===== config.mk =====
export PLATFORM = sky130hd
export DESIGN_NAME = lacomp_muldiv
export DESIGN_NICKNAME = d
export VERILOG_FILES = /design/src/sv/lacomp_pkg.sv /design/src/sv/lacomp_muldiv.sv
export SDC_FILE = /design/constraint.sdc
export NUM_CORES = 1
export LEC_CHECK = 0
export BUFFER_PORTS_ARGS = -buffer_cell sky130_fd_sc_hd__clkbuf_2
export CAP_MARGIN = 20
export CORE_ASPECT_RATIO = 0.8
export CORE_MARGIN = 2
export CORE_UTILIZATION = 60
export DETAILED_ROUTE_END_ITERATION = 8
export PLACE_DENSITY = 0.83
export SKIP_LAST_GASP = 1
export SLEW_MARGIN = 20
export SYNTH_ARGS = -nofsm -noshare
export SYNTH_HDL_FRONTEND = slang
export SYNTH_SLANG_ARGS = --single-unit

===== constraint.sdc =====
create_clock -name clk -period 3.8 [get_ports clk]
set_input_delay 0.38 -clock clk [delete_from_list [all_inputs] [get_ports clk]]
set_output_delay 0.38 -clock clk [all_outputs]
set_load 0.05 [all_outputs]

===== src/sv/lacomp_pkg.sv =====
package lacomp_pkg;

	// lookahead line
	localparam int LA_DEPTH = 256;
	localparam int LA_AW    = $clog2(LA_DEPTH);

	// serial arithmetic unit widths
	localparam int MD_AW = 32;
	localparam int MD_BW = 16;

	localparam logic [13:0] UNITY = 14'd256;

	typedef enum logic {
		MD_MUL,
		MD_DIV
	} md_op_t;

	typedef struct packed {
		logic   start;
		md_op_t op;
	} md_req_t;

endpackage


===== src/sv/lacomp_muldiv.sv =====
// Bit-serial multiplier / restoring divider, one bit per cycle
module lacomp_muldiv (
	input  logic                                   clk,
	input  logic                                   arst_n,
	input  lacomp_pkg::md_req_t                    req,
	input  logic [lacomp_pkg::MD_AW-1:0]           a,
	input  logic [lacomp_pkg::MD_BW-1:0]           b,
	output logic                                   done,
	output logic [lacomp_pkg::MD_AW-1:0]           result
);
	import lacomp_pkg::*;

	localparam int CW = $clog2(MD_AW + 1);

	logic             busy_q;
	logic             done_q;
	md_op_t           op_q;
	logic [CW-1:0]    cnt_q;
	logic [MD_AW-1:0] acc_q;
	logic [MD_AW-1:0] sh_q;
	logic [MD_BW-1:0] bsh_q;
	logic [MD_BW-1:0] rem_q;

	logic [MD_BW:0]   trial;
	logic             ge;

	// divider trial subtract
	always_comb begin
		trial = {rem_q, sh_q[MD_AW-1]};
		ge    = trial >= {1'b0, bsh_q};
	end

	always_ff @(posedge clk or negedge arst_n) begin
		if (!arst_n) begin
			busy_q <= 1'b0;
			done_q <= 1'b0;
			op_q   <= MD_MUL;
			cnt_q  <= '0;
		end else begin
			done_q <= 1'b0;
			if (req.start) begin
				busy_q <= 1'b1;
				op_q   <= req.op;
				cnt_q  <= (req.op == MD_MUL) ? CW'(MD_BW) : CW'(MD_AW);
			end else if (busy_q) begin
				cnt_q <= cnt_q - CW'(1);
				if (cnt_q == CW'(1)) begin
					busy_q <= 1'b0;
					done_q <= 1'b1;
				end
			end
		end
	end

	// datapath shift registers
	always_ff @(posedge clk) begin
		if (req.start) begin
			acc_q <= '0;
			sh_q  <= a;
			bsh_q <= b;
			rem_q <= '0;
		end else if (busy_q) begin
			if (op_q == MD_MUL) begin
				if (bsh_q[0])
					acc_q <= acc_q + sh_q;
				sh_q  <= {sh_q[MD_AW-2:0], 1'b0};
				bsh_q <= {1'b0, bsh_q[MD_BW-1:1]};
			end else begin
				rem_q <= ge ? MD_BW'(trial - {1'b0, bsh_q}) : trial[MD_BW-1:0];
				sh_q  <= {sh_q[MD_AW-2:0], ge};
			end
		end
	end

	assign done   = done_q;
	assign result = (op_q == MD_MUL) ? acc_q : sh_q;

endmodule


==> reports/qor.txt <==
Final WL: 18000 um
Synth Warn #: 0
GRT overflow: 0
Status: completed
RePlAce Congestion: 0.933
Max cap viols: 0
Sw Pwr: 0.00184 W
Vias in the first global route: 5875
Fillcell total: 939
Fmax: 329 MHz
Num CTS Buffers: 9
First-pass GRT wire length: 29200 um
Max IR drop VDD: 0.405 mV
Relative slew slack: 45.2%
Min Tclk post-route: 3.04 ns
CP arrival: 3.28 ns
GRT Total Usage: 28.0%
DIE HEIGHT: 103 um
I/O Pins: 85
Top FF cell, synth: edfxtp_1
Final Slew Violations: 0
Final Skew: 0.00953 ns
Later-pin clock latency in the skew report: 0.35 ns
Port Buffer Count: 84
Asr flop ratio synth: 8.57%
Max FO, Critical Path: 5
Distinct cells, synth: 79
Synth-to-layout area growth: 10.9%
Root Driver: clkbuf_16
Mapped Cells: 790
Combinational Power Share: 43.6%
Post-DP HPWL: 12900 um
Syn Nets: 893
Share of cells above drive strength 1: 22.6%
Period utilization: 79.9%
Worst min path class: primary input to flop
Met1 global-route usage: 40.7%
Core ar.: 11700 um^2
PwrDens: 565 nW/um^2
CTS tree: yes
Avg Cell Area, Syn: 9.22 um^2
Leakage: 3.57 nW
Post-synthesis sequential area ratio: 36.1%
Crit path capture type: flop
Starting Density: 62.3%
Reg clk slew, reported paths: 0.08 ns
Fin nets: 961
Die area: 13000 um^2
Vias: 6258
Worst EP required: 4.04 ns
Wire length per cell: 17.8 um
Clock sinks: 105
Diode count: 0
CTS H-tree lvls: 3
Area of the mapped netlist: 7280 um^2
Slew at the pin with the worst max-slew slack: 0.821 ns
Largest net degree at the start of global routing: 61
RSZ-0062 raised after global routing: false
Hold slack: 0.305 ns
Grt peak-use layer: met2
Setup WS post-layout: 0.763 ns
Iter 0 DRT Violations: 483
Core Rows: 35
Initial antenna violation count: 0
Internal Power: 0.00272 W
Post-synth EDFFs: 48
Met3 usage: 4.72%
CP Launch Type: flop
Setup TNS: 0 ns
Bufs on Longest Clock Path: 2
Sw Ratio: 40.3%
Worst slack at placement: 0.816 ns
Post-route ant nets: 0
Vias per cell: 6.19
1st-pass router iterations: 5
Setup CP Type: flop to flop
Drc violations: 0
Die Span X: 127 um
Setup violations, final: 0
Final Hold Fails: 0
Seq pwr share: 34.2%
GRT met2 Usage: 44.6%
Seq cells post-synth: 105
Clock Power Share: 22.3%
==> stage by stage <==
step / utilization, % / power [W] / cells / instance area [um^2]
2_1_floorplan: - / 0.00312 / 790 / 7280
3_3_place_gp: 66.3 / 0.00345 / 994 / 7750
4_1_cts: 69.1 / 0.00455 / 1011 / 8080
3_5_place_dp: 66.3 / 0.00352 / 994 / 7750
5_1_grt: 69.1 / 0.00482 / 1011 / 8080
6_report: 69.1 / 0.00456 / 1011 / 8080
==> final cells by class <==
type                       instances  area (um^2)  area share [%]
multi-input combinational        613         4320            53.4
sequential                       105         2630            32.5
timing repair buffer              94          500            6.20
clock buffer                       9          225            2.79
tap                              148          185            2.29
inverter                          35          131            1.63
clock inverter                     7         91.3            1.13
==> repair_timing <==
action	CTS	global route
endpoints found under the hold margin	9	0
setup endpoints to repair	0	0
setup buffers	0	0
resized for setup	0	0
hold buffers	1	0
==> path summary, 6_finish.rpt <==
check | start | to | slack (ns) | cells after the start
min in group asynchronous | arst_n | cnt_q[5] | 0.42 | 2
hold reg to reg | acc_q[18] | acc_q[18] | 0.48 | 2
setup / recovery | sh_q[0] | acc_q[20] | 0.76 | 10
hold / removal | b[10] | bsh_q[10] | 0.31 | 3
setup reg to reg | sh_q[0] | acc_q[20] | 0.76 | 10
max in group asynchronous | arst_n | cnt_q[4] | 3.19 | 2
==> layout by cell type, fill, tap and decap left out, types with 3 or more instances in the layout <==
| cell | netlist | final |
|---|---|---|
| a211oi_1 | 13 | 13 |
| a21o_1 | 22 | 22 |
| a21o_2 | 4 | 4 |
| a21oi_1 | 57 | 57 |
| a31oi_1 | 19 | 19 |
| and2_1 | 11 | 11 |
| and3_1 | 7 | 7 |
| buf_4 | 2 | 10 |
| clkbuf_16 | 0 | 9 |
| clkbuf_2 | 1 | 83 |
| dfrtp_1 | 9 | 9 |
| dfxtp_1 | 48 | 48 |
| edfxtp_1 | 48 | 48 |
| ha_1 | 49 | 49 |
| inv_1 | 34 | 34 |
| mux2_2 | 64 | 64 |
| nand2_1 | 97 | 97 |
| nand2b_1 | 5 | 5 |
| nand3_1 | 20 | 20 |
| nand3b_1 | 4 | 4 |
| nand4_1 | 6 | 6 |
| nor2_1 | 37 | 37 |
| nor2b_1 | 5 | 5 |
| nor3_1 | 19 | 19 |
| nor4_1 | 4 | 4 |
| o2111ai_1 | 3 | 3 |
| o211ai_1 | 4 | 4 |
| o21a_1 | 10 | 10 |
| o21ai_0 | 56 | 56 |
| o21ai_1 | 4 | 4 |
| o31ai_1 | 4 | 4 |
| or3_1 | 3 | 3 |
| or4_1 | 4 | 4 |
| xnor2_1 | 19 | 19 |
| xor2_1 | 11 | 11 |
==> sequential cells by signal (all words and copies together) (netlist names) <==
signal and cells:
bsh_q 16, busy_q 1, rem_q 16, cnt_q 6, op_q 1, acc_q 32
sh_q 32, done 1
==> synth_stat cells, types with 3 or more instances <==
| cell | instances | share of area [%] |
|---|---|---|
| o21ai_1 | 4 | 0.27 |
| o211ai_1 | 4 | 0.41 |
| o2111ai_1 | 3 | 0.36 |
| a31oi_1 | 19 | 1.6 |
| and2_1 | 11 | 0.94 |
| nand4_1 | 6 | 0.52 |
| a211oi_1 | 13 | 1.3 |
| a21oi_1 | 57 | 3.9 |
| nor2_1 | 37 | 1.9 |
| dfrtp_1 | 9 | 3.1 |
| xor2_1 | 11 | 1.3 |
| nor2b_1 | 5 | 0.43 |
| nor3_1 | 19 | 1.3 |
| o21a_1 | 10 | 1.0 |
| nand2_1 | 97 | 5.0 |
| a21o_1 | 22 | 2.3 |
| inv_1 | 34 | 1.8 |
| or4_1 | 4 | 0.41 |
| o21ai_0 | 56 | 3.8 |
| and3_1 | 7 | 0.60 |
| or3_1 | 3 | 0.26 |
| a21o_2 | 4 | 0.48 |
| nand3b_1 | 4 | 0.41 |
| nand2b_1 | 5 | 0.43 |
| dfxtp_1 | 48 | 13 |
| mux2_2 | 64 | 9.9 |
| buf_1 | 5 | 0.26 |
| clkbuf_1 | 25 | 1.3 |
| o31ai_1 | 4 | 0.41 |
| xnor2_1 | 19 | 2.3 |
| nand3_1 | 20 | 1.4 |
| ha_1 | 49 | 8.4 |
| nor4_1 | 4 | 0.34 |
| edfxtp_1 | 48 | 20 |
==> power groups by stage <==
stage	clock [W]	combinational, W	sequential (W)
6_report	0.00102	0.00199	0.00156
5_1_grt	0.00107	0.00217	0.00158
2_1_floorplan	0	0.00161	0.00152
4_1_cts	0.00103	0.00197	0.00155
3_5_place_dp	0	0.00194	0.00158
3_3_place_gp	0	0.00190	0.00156
==> cells by family (layout without fill, tap and decap cells) <==
family                   count (synthesis)  after routing  synth area share, %
AND/OR/NAND/NOR                        237            237                 15.6
XOR/XNOR                                30             30                 3.61
adder cells (fa/ha/maj)                 51             51                 8.97
buffers and inverters                   72            145                 4.66
multiplexers                            66             66                 10.2
AO/OA/AOI/OAI                          229            229                 20.9
flip-flops                             105            105                 36.1
==> metal layers <==
metal  wire, um  share of wire (%)  vias up
li1           -                  -     3055
met1       8630                 48     2935
met2       7860                 44      249
met3       1300                7.3       19
met4        160               0.89        0
met5          0                  0        -
==> worst max-delay path: stages (launching register included) <==
cell and delay, ns:
edfxtp_1 0.42, ha_1 0.25, fa_1 0.42, a21o_1 0.22
a41oi_4 0.29, a31oi_4 0.15, o311a_1 0.34, o22ai_2 0.20
o21ai_2 0.13, nor4b_1 0.17, a311o_1 0.34
Note: power is estimated with default switching activity, not from simulation.
